==> src/hdl/ant_pkg.sv <==
package ant_pkg;

    localparam int unsigned CMD_W    = 3;
    localparam int unsigned STATUS_W = 2;
    localparam int unsigned OUT_W    = 5;

    localparam logic [CMD_W-1:0] CMD_CLEAR   = 3'd0;
    localparam logic [CMD_W-1:0] CMD_LOAD    = 3'd1;
    localparam logic [CMD_W-1:0] CMD_REFRESH = 3'd2;
    localparam logic [CMD_W-1:0] CMD_REMOVE  = 3'd3;
    localparam logic [CMD_W-1:0] CMD_AGE     = 3'd4;

    localparam logic [STATUS_W-1:0] ST_DONE    = 2'd0;
    localparam logic [STATUS_W-1:0] ST_NOMATCH = 2'd1;
    localparam logic [STATUS_W-1:0] ST_FULL    = 2'd2;

    localparam logic [15:0] TIMEOUT_RESET = 16'd120;

    typedef struct packed {
        logic [31:0] addr;
        logic [15:0] port;
        logic [31:0] seen;
    } entry_t;

    typedef enum logic [1:0] {
        S_IDLE,
        S_READ,
        S_EVAL,
        S_FINISH
    } state_t;

    typedef struct packed {
        logic capture;
        logic evaluate;
        logic finish;
    } ctrl_cmd_t;

    typedef struct packed {
        logic scan_more;
        logic out_free;
    } dp_status_t;

endpackage

==> src/hdl/aging_neighbor_table_top.sv <==
// Channel  | Handshake            | Payload
// ---------+----------------------+--------------------------------------------------
// request  | s_valid / s_ready    | s_command, s_ip_addr, s_port_num, s_now_seconds
// result   | m_valid / m_ready    | m_status, m_match_index, m_entry_count, m_removed_count
// config   | cfg_wr_en            | cfg_wr_data (timeout in seconds)
//
// Clear, load and unused codes pass from S_IDLE through S_READ to S_FINISH; the result
// is registered in S_FINISH once the result register is free.
// Refresh, remove and age sweep walk the table through one RAM read port, each visited
// entry taking an S_READ and an S_EVAL state; a refresh stops at its first hit.
// Reset is synchronous, active low; the table needs no clearing pass.
// One request in flight; the next is taken while a result still waits on m_ready.
module aging_neighbor_table_top #(
    parameter int unsigned TABLE_DEPTH = 16
) (
    input  logic                              aclk,
    input  logic                              aresetn,
    input  logic                              cfg_wr_en,
    input  logic [15:0]                       cfg_wr_data,
    input  logic                              s_valid,
    output logic                              s_ready,
    input  logic [ant_pkg::CMD_W-1:0]         s_command,
    input  logic [31:0]                       s_ip_addr,
    input  logic [15:0]                       s_port_num,
    input  logic [31:0]                       s_now_seconds,
    output logic                              m_valid,
    input  logic                              m_ready,
    output logic [ant_pkg::STATUS_W-1:0]      m_status,
    output logic [ant_pkg::OUT_W-1:0]         m_match_index,
    output logic [ant_pkg::OUT_W-1:0]         m_entry_count,
    output logic [ant_pkg::OUT_W-1:0]         m_removed_count
);

    ant_pkg::ctrl_cmd_t  cmd;
    ant_pkg::dp_status_t status;

    ant_ctrl u_ctrl (
        .aclk    (aclk),
        .aresetn (aresetn),
        .s_valid (s_valid),
        .s_ready (s_ready),
        .status  (status),
        .cmd     (cmd)
    );

    ant_datapath #(
        .TABLE_DEPTH (TABLE_DEPTH)
    ) u_datapath (
        .aclk            (aclk),
        .aresetn         (aresetn),
        .cfg_wr_en       (cfg_wr_en),
        .cfg_wr_data     (cfg_wr_data),
        .s_command       (s_command),
        .s_ip_addr       (s_ip_addr),
        .s_port_num      (s_port_num),
        .s_now_seconds   (s_now_seconds),
        .m_valid         (m_valid),
        .m_ready         (m_ready),
        .m_status        (m_status),
        .m_match_index   (m_match_index),
        .m_entry_count   (m_entry_count),
        .m_removed_count (m_removed_count),
        .cmd             (cmd),
        .status          (status)
    );

    a_one_in_flight: assert property (@(posedge aclk) disable iff (!aresetn)
        (s_valid && s_ready) |=> !s_ready)
        else $error("request accepted while another is in progress");

    a_full_fields: assert property (@(posedge aclk) disable iff (!aresetn)
        (m_valid && m_status == ant_pkg::ST_FULL) |->
            (m_match_index == '0 && m_removed_count == '0))
        else $error("full-table result carries index or removal count");

    a_nomatch_fields: assert property (@(posedge aclk) disable iff (!aresetn)
        (m_valid && m_status == ant_pkg::ST_NOMATCH) |->
            (m_match_index == '0 && m_removed_count == '0))
        else $error("no-match result carries index or removal count");

    a_finish_needs_room: assert property (@(posedge aclk) disable iff (!aresetn)
        cmd.finish |-> status.out_free)
        else $error("result written over one not yet taken");

endmodule

==> src/hdl/ant_ram.sv <==
module ant_ram #(
    parameter int unsigned WIDTH = 8,
    parameter int unsigned DEPTH = 16
) (
    input  logic                                       clk,
    input  logic                                       wr_en,
    input  logic [((DEPTH > 1) ? $clog2(DEPTH) : 1)-1:0] wr_addr,
    input  logic [WIDTH-1:0]                           wr_data,
    input  logic [((DEPTH > 1) ? $clog2(DEPTH) : 1)-1:0] rd_addr,
    output logic [WIDTH-1:0]                           rd_data
);

    logic [WIDTH-1:0] mem [DEPTH];

    always_ff @(posedge clk) begin
        if (wr_en) begin
            mem[wr_addr] <= wr_data;
        end
        rd_data <= mem[rd_addr];
    end

endmodule

==> src/hdl/ant_ctrl.sv <==
module ant_ctrl (
    input  logic                   aclk,
    input  logic                   aresetn,
    input  logic                   s_valid,
    output logic                   s_ready,
    input  ant_pkg::dp_status_t    status,
    output ant_pkg::ctrl_cmd_t     cmd
);

    ant_pkg::state_t state_reg;
    ant_pkg::state_t state_next;

    always_ff @(posedge aclk) begin
        if (!aresetn) begin
            state_reg <= ant_pkg::S_IDLE;
        end else begin
            state_reg <= state_next;
        end
    end

    always_comb begin
        state_next = state_reg;
        unique case (state_reg)
            ant_pkg::S_IDLE: begin
                if (s_valid) state_next = ant_pkg::S_READ;
            end
            ant_pkg::S_READ: begin
                state_next = status.scan_more ? ant_pkg::S_EVAL : ant_pkg::S_FINISH;
            end
            ant_pkg::S_EVAL: begin
                state_next = ant_pkg::S_READ;
            end
            ant_pkg::S_FINISH: begin
                if (status.out_free) state_next = ant_pkg::S_IDLE;
            end
            default: state_next = ant_pkg::S_IDLE;
        endcase
    end

    always_comb begin
        s_ready      = 1'b0;
        cmd.capture  = 1'b0;
        cmd.evaluate = 1'b0;
        cmd.finish   = 1'b0;
        unique case (state_reg)
            ant_pkg::S_IDLE: begin
                s_ready     = 1'b1;
                cmd.capture = s_valid;
            end
            ant_pkg::S_READ: begin
                // wait for the table read
            end
            ant_pkg::S_EVAL: begin
                cmd.evaluate = 1'b1;
            end
            ant_pkg::S_FINISH: begin
                cmd.finish = status.out_free;
            end
            default: begin
                s_ready = 1'b0;
            end
        endcase
    end

endmodule

==> src/hdl/ant_datapath.sv <==
module ant_datapath #(
    parameter int unsigned TABLE_DEPTH = 16
) (
    input  logic                                aclk,
    input  logic                                aresetn,
    input  logic                                cfg_wr_en,
    input  logic [15:0]                         cfg_wr_data,
    input  logic [ant_pkg::CMD_W-1:0]           s_command,
    input  logic [31:0]                         s_ip_addr,
    input  logic [15:0]                         s_port_num,
    input  logic [31:0]                         s_now_seconds,
    output logic                                m_valid,
    input  logic                                m_ready,
    output logic [ant_pkg::STATUS_W-1:0]        m_status,
    output logic [ant_pkg::OUT_W-1:0]           m_match_index,
    output logic [ant_pkg::OUT_W-1:0]           m_entry_count,
    output logic [ant_pkg::OUT_W-1:0]           m_removed_count,
    input  ant_pkg::ctrl_cmd_t                  cmd,
    output ant_pkg::dp_status_t                 status
);

    localparam int unsigned IDX_W   = (TABLE_DEPTH > 1) ? $clog2(TABLE_DEPTH) : 1;
    localparam int unsigned CNT_W   = $clog2(TABLE_DEPTH + 1);
    localparam int unsigned ENTRY_W = $bits(ant_pkg::entry_t);
    localparam int unsigned OUT_W   = ant_pkg::OUT_W;

    // request held for the whole item
    logic [ant_pkg::CMD_W-1:0] cmd_reg, cmd_next;
    logic [31:0]               addr_reg, addr_next;
    logic [15:0]               port_reg, port_next;
    logic [31:0]               now_reg, now_next;

    logic [15:0]      timeout_reg;
    logic [CNT_W-1:0] fill_reg, fill_next;
    logic [CNT_W-1:0] rd_reg, rd_next;
    logic [CNT_W-1:0] wr_reg, wr_next;
    logic [CNT_W-1:0] pos_reg, pos_next;
    logic             found_reg, found_next;

    logic                      m_valid_reg, m_valid_next;
    logic [ant_pkg::STATUS_W-1:0] m_status_reg, m_status_next;
    logic [OUT_W-1:0]          m_index_reg, m_index_next;
    logic [OUT_W-1:0]          m_count_reg, m_count_next;
    logic [OUT_W-1:0]          m_removed_reg, m_removed_next;

    logic                 ram_we;
    logic [IDX_W-1:0]     ram_wa;
    ant_pkg::entry_t      ram_wd;
    ant_pkg::entry_t      ram_rd;
    logic [ENTRY_W-1:0]   ram_rd_bits;

    logic is_refresh, is_remove, is_age, is_scan, is_load;
    logic hit, expired, drop, full;
    logic [31:0] age;

    logic [CNT_W-1:0] res_index, res_count, res_removed;
    logic [CNT_W+OUT_W-1:0] wide_index, wide_count, wide_removed;

    assign is_load    = (cmd_reg == ant_pkg::CMD_LOAD);
    assign is_refresh = (cmd_reg == ant_pkg::CMD_REFRESH);
    assign is_remove  = (cmd_reg == ant_pkg::CMD_REMOVE);
    assign is_age     = (cmd_reg == ant_pkg::CMD_AGE);
    assign is_scan    = is_refresh || is_remove || is_age;
    assign full       = (fill_reg == CNT_W'(TABLE_DEPTH));

    assign ram_rd  = ant_pkg::entry_t'(ram_rd_bits);
    assign hit     = (ram_rd.addr == addr_reg) && (ram_rd.port == port_reg);
    assign age     = now_reg - ram_rd.seen;
    assign expired = (age >= {16'd0, timeout_reg});
    assign drop    = (is_remove && hit && !found_reg) || (is_age && expired);

    assign status.scan_more = is_scan && (rd_reg != fill_reg) && !(is_refresh && found_reg);
    assign status.out_free  = !m_valid_reg || m_ready;

    ant_ram #(
        .WIDTH (ENTRY_W),
        .DEPTH (TABLE_DEPTH)
    ) u_table (
        .clk     (aclk),
        .wr_en   (ram_we),
        .wr_addr (ram_wa),
        .wr_data (ram_wd),
        .rd_addr (rd_reg[IDX_W-1:0]),
        .rd_data (ram_rd_bits)
    );

    always_ff @(posedge aclk) begin
        if (!aresetn) begin
            timeout_reg <= ant_pkg::TIMEOUT_RESET;
        end else if (cfg_wr_en) begin
            timeout_reg <= cfg_wr_data;
        end
    end

    always_ff @(posedge aclk) begin
        if (!aresetn) begin
            fill_reg    <= '0;
            m_valid_reg <= 1'b0;
        end else begin
            fill_reg    <= fill_next;
            m_valid_reg <= m_valid_next;
        end
    end

    always_ff @(posedge aclk) begin
        cmd_reg       <= cmd_next;
        addr_reg      <= addr_next;
        port_reg      <= port_next;
        now_reg       <= now_next;
        rd_reg        <= rd_next;
        wr_reg        <= wr_next;
        pos_reg       <= pos_next;
        found_reg     <= found_next;
        m_status_reg  <= m_status_next;
        m_index_reg   <= m_index_next;
        m_count_reg   <= m_count_next;
        m_removed_reg <= m_removed_next;
    end

    // result fields before masking to the port width
    always_comb begin
        res_index   = '0;
        res_count   = fill_reg;
        res_removed = '0;
        unique case (cmd_reg)
            ant_pkg::CMD_CLEAR: begin
                res_count   = '0;
                res_removed = fill_reg;
            end
            ant_pkg::CMD_LOAD: begin
                if (!full) begin
                    res_index = fill_reg;
                    res_count = fill_reg + CNT_W'(1);
                end
            end
            ant_pkg::CMD_REFRESH: begin
                if (found_reg) res_index = pos_reg;
            end
            ant_pkg::CMD_REMOVE, ant_pkg::CMD_AGE: begin
                if (is_remove && found_reg) res_index = pos_reg;
                res_count   = wr_reg;
                res_removed = fill_reg - wr_reg;
            end
            default: begin
                res_count = fill_reg;
            end
        endcase
    end

    assign wide_index   = {{OUT_W{1'b0}}, res_index};
    assign wide_count   = {{OUT_W{1'b0}}, res_count};
    assign wide_removed = {{OUT_W{1'b0}}, res_removed};

    always_comb begin
        cmd_next       = cmd_reg;
        addr_next      = addr_reg;
        port_next      = port_reg;
        now_next       = now_reg;
        fill_next      = fill_reg;
        rd_next        = rd_reg;
        wr_next        = wr_reg;
        pos_next       = pos_reg;
        found_next     = found_reg;
        m_valid_next   = m_valid_reg && !m_ready;
        m_status_next  = m_status_reg;
        m_index_next   = m_index_reg;
        m_count_next   = m_count_reg;
        m_removed_next = m_removed_reg;
        ram_we         = 1'b0;
        ram_wa         = wr_reg[IDX_W-1:0];
        ram_wd         = ram_rd;

        if (cmd.capture) begin
            cmd_next   = s_command;
            addr_next  = s_ip_addr;
            port_next  = s_port_num;
            now_next   = s_now_seconds;
            rd_next    = '0;
            wr_next    = '0;
            pos_next   = '0;
            found_next = 1'b0;
        end

        if (cmd.evaluate) begin
            rd_next = rd_reg + CNT_W'(1);
            if (is_refresh) begin
                if (hit) begin
                    // restamp in place and stop the walk
                    ram_we      = 1'b1;
                    ram_wa      = rd_reg[IDX_W-1:0];
                    ram_wd.seen = now_reg;
                    found_next  = 1'b1;
                    pos_next    = rd_reg;
                end
            end else if (drop) begin
                if (is_remove) begin
                    found_next = 1'b1;
                    pos_next   = rd_reg;
                end
            end else begin
                // compact: survivor moves down to the write pointer
                ram_we  = 1'b1;
                ram_wa  = wr_reg[IDX_W-1:0];
                wr_next = wr_reg + CNT_W'(1);
            end
        end

        if (cmd.finish) begin
            m_valid_next   = 1'b1;
            m_index_next   = wide_index[OUT_W-1:0];
            m_count_next   = wide_count[OUT_W-1:0];
            m_removed_next = wide_removed[OUT_W-1:0];
            m_status_next  = ant_pkg::ST_DONE;
            fill_next      = res_count;
            if (is_load) begin
                if (full) begin
                    m_status_next = ant_pkg::ST_FULL;
                end else begin
                    ram_we = 1'b1;
                    ram_wa = fill_reg[IDX_W-1:0];
                    ram_wd = '{addr: addr_reg, port: port_reg, seen: now_reg};
                end
            end else if ((is_refresh || is_remove) && !found_reg) begin
                m_status_next = ant_pkg::ST_NOMATCH;
            end
        end
    end

    assign m_valid         = m_valid_reg;
    assign m_status        = m_status_reg;
    assign m_match_index   = m_index_reg;
    assign m_entry_count   = m_count_reg;
    assign m_removed_count = m_removed_reg;

endmodule
==> config.mk <==
export PLATFORM = sky130hd
export DESIGN_NAME = aging_neighbor_table_top
export DESIGN_NICKNAME = d
export VERILOG_FILES = /design/src/hdl/ant_pkg.sv /design/src/hdl/aging_neighbor_table_top.sv /design/src/hdl/ant_ram.sv /design/src/hdl/ant_ctrl.sv /design/src/hdl/ant_datapath.sv
export SDC_FILE = /design/constraint.sdc
export NUM_CORES = 2
export LEC_CHECK = 0
export BUFFER_PORTS_ARGS = -buffer_cell sky130_fd_sc_hd__buf_2
export CORE_UTILIZATION = 50
export CTS_CLUSTER_DIAMETER = 60
export DETAILED_ROUTE_END_ITERATION = 7
export PLACE_DENSITY = 0.67
export SYNTH_ARGS = -nofsm -noshare
export SYNTH_HDL_FRONTEND = slang
export SYNTH_SLANG_ARGS = --single-unit
==> constraint.sdc <==
create_clock -name aclk -period 27.2 [get_ports aclk]
set_clock_uncertainty 0.05 [all_clocks]
set_input_delay 0 -clock aclk [delete_from_list [all_inputs] [get_ports aclk]]
set_output_delay 0 -clock aclk [all_outputs]
set_load 0.02 [all_outputs]
# ---- Yosys cells after proc, flatten, opt, wreduce, memory -nomap -nowiden
# Memory sizes are Yosys's and may differ from the RTL's. A register that Yosys moved wholly into a read port is not among the register bits.
# Index checks and enable logic that the tools add are counted.
dict set report totals {
  ff_bits 140
  mem_bits_rw 1280
  inputBits 104
  output_inout_bits 19
  elab_cells 117
  memories 1
}
dict set report classes {
  n_addsub 5
  n_lt_le_gt_ge 1
  eq_ne 13
  n_mux 58
  reduce_logical 23
}
# name depth word_bits rd rd_ports_with_merged_regs wr line
set memory_table {}
lappend memory_table {u_datapath.u_table.mem 16 80 1 1 1 ant_ram.sv:13} ;# logic [WIDTH-1:0] mem [DEPTH];
# op n
set op_table {}
lappend op_table {{two-way mux 80 bit} 3}
lappend op_table {{two-way mux 32 bit} 3}
lappend op_table {{two-way mux 5 bit} 16}
lappend op_table {{== test 32 bit} 1}
lappend op_table {{greater-or-equal comparator 32 x 16 -> 1 bit} 1}
lappend op_table {{subtractor 32 bit} 1}
lappend op_table {{case mux 5 bit (3 select lines)} 2}
lappend op_table {{two-way mux 4 bit} 6}
lappend op_table {{two-way mux 1 bit} 22}
lappend op_table {{== test 16 bit} 1}
lappend op_table {{adder 5 x 1 -> 5 bit, second input constant} 3}
lappend op_table {{logical AND 1 bit} 10}
lappend op_table {{case mux 5 bit (2 select lines)} 1}
lappend op_table {{two-way mux 2 bit} 4}
lappend op_table {{case mux 2 bit (4 select lines)} 1}
lappend op_table {{== test 3 x 2 -> 1 bit, second input constant} 2}
lappend op_table {{== test 5 bit, second input constant} 1}
lappend op_table {{inequality test 5 bit} 1}
lappend op_table {{subtractor 5 bit} 1}
lappend op_table {{== test 2 bit, second input constant} 2}
lappend op_table {{zero test 1 bit} 4}
lappend op_table {{logical OR 1 bit} 4}
lappend op_table {{== test 3 x 1 -> 1 bit, second input constant} 1}
lappend op_table {{== test 3 bit, second input constant} 1}
lappend op_table {{other kinds (8)} 8}

# ---- Longest topological paths before layout
dict set report logic_depth {
  word_depth 13
  mapped_depth 22
  depth_no_buf 19
}

# ---- Hierarchy
# From an unflattened synthesis, not the netlist that was laid out.
dict set report unflattened {
  cells_unflattened 3007
  area_unflattened_um2 58776.4
}
# module instances cells_per_inst area_per_inst_um2 seq_area_each_um2
set by_module_without_submodules {}
lappend by_module_without_submodules {ant_ram 1 2054 49422.4 40038.4}
lappend by_module_without_submodules {ant_datapath 1 942 9250.1 3813.7}
lappend by_module_without_submodules {ant_ctrl 1 11 103.8 40.0}

# ---- Worst setup path before layout
# OpenSTA, ideal clock, no wires.
dict set report synth_path {
  path_kind {register to register}
  startpoint {reg u_datapath.now_reg[3]}
  endpoint {mem u_datapath.u_table.mem[5][0] (netlist bit) (enable)}
  setup_time_ps 616
  arrival_time_ps 9248
  required_ps 26534
  setup_slack_ps 17285
  path_stages_with_launch 21
  n_path_buf 2
  synth_period_minus_slack_ps 9915
  path_cell_list {edfxtp_1 > ha_1 > and2_1 > a221o_1 > or2_2 > a31oi_1 > o21bai_1 > a21oi_1 > xnor2_1 > ha_1 > nand4_1 > nand4b_1 > o21ai_0 > a2111oi_0 > and4b_1 > and4_1 > a21oi_1 > and2_1 > buf_6 > buf_6 > nor3_1}
}
dict set report synth_between {
  elab_chain_len 12
}
# item line
set synth_lines {}
lappend synth_lines {{start, declared} ant_datapath.sv:31} ;# logic [31:0] now_reg, now_next;
lappend synth_lines {{start signal, assigned} ant_datapath.sv:109} ;# now_reg <= now_next;
lappend synth_lines {{subtractor 32 bit *} ant_datapath.sv:68} ;# assign age = now_reg - ram_rd.seen;
lappend synth_lines {{greater-or-equal comparator 32 x 16 -> 1 bit *} ant_datapath.sv:69} ;# assign expired = (age >= {16'd0, timeout_reg});
lappend synth_lines {{logical AND 1 bit *} ant_datapath.sv:70} ;# assign drop = (is_remove && hit && !found_reg) || (is_age && expired);
lappend synth_lines {{logical OR 1 bit *} ant_datapath.sv:70}
lappend synth_lines {{two-way mux 1 bit *} ant_datapath.sv:195} ;# end else if (drop) begin
lappend synth_lines {{two-way mux 1 bit *} ant_datapath.sv:186} ;# if (is_refresh) begin
lappend synth_lines {{two-way mux 1 bit *} ant_datapath.sv:184} ;# if (cmd.evaluate) begin
lappend synth_lines {{two-way mux 1 bit} ant_datapath.sv:216} ;# if (full) begin
lappend synth_lines {{two-way mux 1 bit} ant_datapath.sv:215} ;# if (is_load) begin
lappend synth_lines {{two-way mux 1 bit *} ant_datapath.sv:208} ;# if (cmd.finish) begin
lappend synth_lines {{two-way mux 1 bit *} ant_ram.sv:16} ;# if (wr_en) begin
lappend synth_lines {{two-way mux 1 bit (implied by the code) *} ant_ram.sv:17} ;# mem[wr_addr] <= wr_data;
lappend synth_lines {{end, declared} ant_ram.sv:13}
# Mark *: on every way between the ends. The rest lies on a longest branch, timed or not.

# ---- Worst setup path after layout
dict set report layout_path {
  startpoint {reg u_datapath.now_reg[3]}
  endpoint {mem u_datapath.u_table.mem[12][14] (netlist bit) (enable)}
}
# The elaborated chain is that of the path after synthesis.

==> impl_metrics.py <==
metrics = {
    "outcome": {
        "outcome": "complete, no violations",
    },
    "synthesis": {
        "netlist_area_um2": 59100,
        "syn_avg_cell_area_um2": 20.9,
        "yosysSeqAreaShare_pct": 74.3,
        "synthCells": 2831,
        "synth_seq_cells": 1500,
        "ys.flop_type": "edfxtp_1",
        "synth_cell_types": 73,
        "syn-num-nets": 2993,
        "async_flop_share_pct": 0,
        "synth_edf_count": 1385,
        "yosys_warnings": 0,
    },
    "timing": {
        "period_needed_ns": 7.46,
        "tightest_slew_ns": 1.28,
        "slew-limit-headroom_pct": 14.5,
        "fin_crit_sh_pct": 27.4,
        "setup_violations": 0,
        "finalMaxSlewViolations": 0,
        "clock.fmax_mhz": 134,
        "hold_violations": 0,
        "fin_tns_setup_ns": 0,
        "rsz0062_at_grt": "no",
    },
    "drt": {
        "vias_per_cell": 6.05,
        "first_pass_iters": 7,
        "wire_per_inst_um": 28.1,
        "drt-total-wl_um": 138000,
        "antenna_left": 0,
        "first_iter_violations": 3096,
        "vias": 29700,
        "drc_errors": 0,
    },
    "clock_tree": {
        "cts_sinks": 1500,
        "postCtsSetupBuffers": 0,
        "cts_tree": "done",
        "clkSlewWorstSetupHoldPaths_ns": 0.06,
        "clockRootBuffer": "clkbuf_16",
        "htree_levels": 4,
        "cts_buffers": 153,
        "clockBufferDepth": 3,
        "clock_latency_ns": 0.78,
    },
    "setup_path": {
        "cp-end-kind": "flop",
        "crit_required_ns": 27.53,
        "r2r-end": "u_datapath.u_table.mem[12][14]",
        "r2r_slack_ns": 19.74,
        "criticalPathCategory": "reg -> reg",
        "critPathLaunchType": "flop",
        "reg2reg_depth": 21,
        "worstPathArrival_ns": 7.79,
        "r2r-start": "u_datapath.now_reg[3]",
        "worstPathMaxFanout": 43,
    },
    "placed_design": {
        "placed_cell_area_um2": 61600,
        "dp_hpwl_um": 79100,
        "globalplace.congestion": 0.884,
        "port_buffers": 122,
    },
    "floorplanning": {
        "die_h_um": 346,
        "core_area_um2": 117000,
        "io-pin-count": 123,
        "die_w_um": 346,
        "die_area_um2": 120000,
        "initial_utilization_pct": 50.6,
        "rows": 125,
    },
    "cells_and_area": {
        "top_register": "u_datapath.u_table.mem",
        "fin_area_um2": 68900,
        "fin_nets": 3426,
        "area_growth_pct": 16.6,
        "reg_top3": "u_datapath.u_table.mem x1280, u_datapath.u_table.rd_data x80",
        "drive_gt1_share_pct": 27.1,
        "largest_reg_flops": 1280,
    },
    "power": {
        "p_switching_uw": 1300,
        "peakVddDrop_mv": 0.0652,
        "power_density_nw_per_um2": 78.7,
        "power_leakage_uw": 0.0225,
        "swShare_pct": 24.0,
        "p_int_uw": 4120,
        "p_total_uw": 5420,
        "p_comb_share_pct": 12.2,
        "clockPowerShare_pct": 38.0,
        "pwr-share-seq_pct": 49.9,
    },
    "global_routing": {
        "grtUsageTotal_pct": 23.4,
        "grt_first_pass_wirelength_um": 205000,
        "grt_overflow": 0,
        "antenna_found_initial": 0,
        "grt_pass1_vias": 31100,
        "grt_max_degree": 109,
    },
    "worst_hold_path": {
        "hold_path.class": "in -> reg",
        "min_delay_path_depth": 2,
        "hp-start": "s_ip_addr[21]",
        "worstHoldEndpoint": "u_datapath.addr_reg[21]",
    },
    "job": {
        "cap_violations": 0,
    },
}
how the worst max path moves through the flow:
| stage | from | end | cells past startpoint |
|---|---|---|---|
| 2_1_floorplan | u_datapath.now_reg[3] | u_datapath.u_table.mem[5][0] | 20 |
| 3_3_place_gp | u_datapath.u_table.rd_data[3] | u_datapath.u_table.mem[13][45] | 22 |
| 3_5_place_dp | u_datapath.now_reg[3] | u_datapath.u_table.mem[12][38] | 21 |
| 4_1_cts | u_datapath.now_reg[3] | u_datapath.u_table.mem[12][14] | 21 |
| 5_1_grt | u_datapath.now_reg[3] | u_datapath.u_table.mem[12][14] | 21 |
| 6_report | u_datapath.now_reg[3] | u_datapath.u_table.mem[12][14] | 21 |
final cells by class:
cell class / instances / area, um2
clock buffer: 208 / 4190
tap: 1524 / 1910
antenna: 1 / 2.50
timing repair buffer: 409 / 3360
sequential: 1500 / 43900
inverter: 70 / 265
multi-input combinational: 1130 / 14500
clock inverter: 75 / 774
fill: 8280 / 47800
cells in the mapped netlist, types with 6 or more instances:
cell type,instances,share of area (%)
nor3_1,28,0.24
nand3_1,23,0.19
o21ai_0,40,0.34
a21oi_1,54,0.46
nand2_1,84,0.53
a21o_1,9,0.11
dfxtp_1,115,3.9
a31oi_1,6,0.064
clkbuf_1,98,0.62
nand4_1,11,0.12
buf_1,22,0.14
nand2b_1,6,0.064
buf_2,9,0.076
inv_1,70,0.44
nor4_1,15,0.16
nor2b_1,17,0.18
o211a_1,6,0.10
ha_1,56,1.2
xnor2_1,13,0.19
or3_1,9,0.095
mux4_2,400,15
edfxtp_1,1385,70
o21ai_1,8,0.068
a22o_1,6,0.089
mux2_2,79,1.5
and4_1,8,0.12
a211oi_1,8,0.10
mux2i_1,18,0.30
xor2_1,64,0.95
o21a_1,11,0.14
o211ai_1,10,0.13
nor2_1,50,0.32
worst max-delay path: stages, from the launching register on:
cell       delay (ns)
edfxtp_1         0.39
ha_1             0.35
and2_1           0.19
a221o_1          0.36
or2_2            0.33
a31oi_1          0.25
o21bai_1         0.10
a21oi_1          0.17
xnor2_1          0.15
ha_1             0.27
nand4_1          0.11
nand4b_1         0.14
o21ai_0          0.09
a2111oi_0        0.37
and4b_1          0.23
and4_1           0.23
a21oi_1          0.28
and2_1           0.30
buf_4            0.22
nor3_2           1.04
buf_4            0.63
buf_4            0.76
cell usage in the layout (no fill, tap or decap), types with 10 or more instances in the layout:
master,count
a21oi_1,54
buf_2,122
buf_4,55
bufinv_16,10
clkbuf_1,42
clkbuf_16,155
clkbuf_8,11
clkinv_1,19
clkinv_2,25
dfxtp_1,115
dlygate4sd3_1,231
edfxtp_1,1385
ha_1,56
inv_1,69
mux2_2,79
mux2i_1,18
mux4_2,400
nand2_1,84
nand3_1,23
nand4_1,11
nor2_1,48
nor2b_1,17
nor3_1,14
nor3_2,14
nor4_1,13
o211ai_1,10
o21a_1,11
o21ai_0,39
xnor2_1,13
xor2_1,64
metal layers:
metal | vias up | GRT usage (%) | part of all wire [%]
li1 | 12600 | - | -
met1 | 15900 | 31.8 | 41
met2 | 1058 | 39.0 | 50
met3 | 222 | 3.77 | 5.9
met4 | 0 | 7.61 | 2.7
met5 | - | 0 | 0
power groups by stage:
| stage | Clock (uW) | Sequential, uW | Combinational [uW] |
|---|---|---|---|
| after detailed placement | 0 | 2750 | 634 |
| after global routing | 2180 | 2710 | 714 |
| after CTS | 2090 | 2700 | 663 |
| after floorplan | 0 | 2740 | 436 |
| after global placement | 0 | 2750 | 619 |
| final | 2060 | 2700 | 660 |
cells by family (layout without fill, tap and decap cells):
kind of cell	after synthesis	count (layout)	share of synthesized area [%]
buffers and inverters	201	762	1.32
XOR/XNOR	77	77	1.14
AND/OR/NAND/NOR	284	284	2.48
adder cells (fa/ha/maj)	58	58	1.25
flip-flops	1500	1500	74.3
AO/OA/AOI/OAI	214	214	2.47
other	0	1	0
multiplexers	497	497	17.1
through the flow:
stage	hold slack (ns)	instances	setup WS [ns]	utilization [%]
after floorplan	0.0489	2831	17.29	-
after global routing	0.0506	4916	19.21	59.1
after global placement	0.129	4401	19.83	52.8
final	0.0636	4917	19.74	59.1
after detailed placement	0.128	4402	19.63	52.8
after CTS	0.0243	4916	19.63	59.1
repair_timing:
action,in CTS,in global routing
hold buffers,231,0
gates resized for setup,0,0
setup endpoints to repair,0,0
hold endpoints to repair,113,0
(Power assumes the default switching activity.)
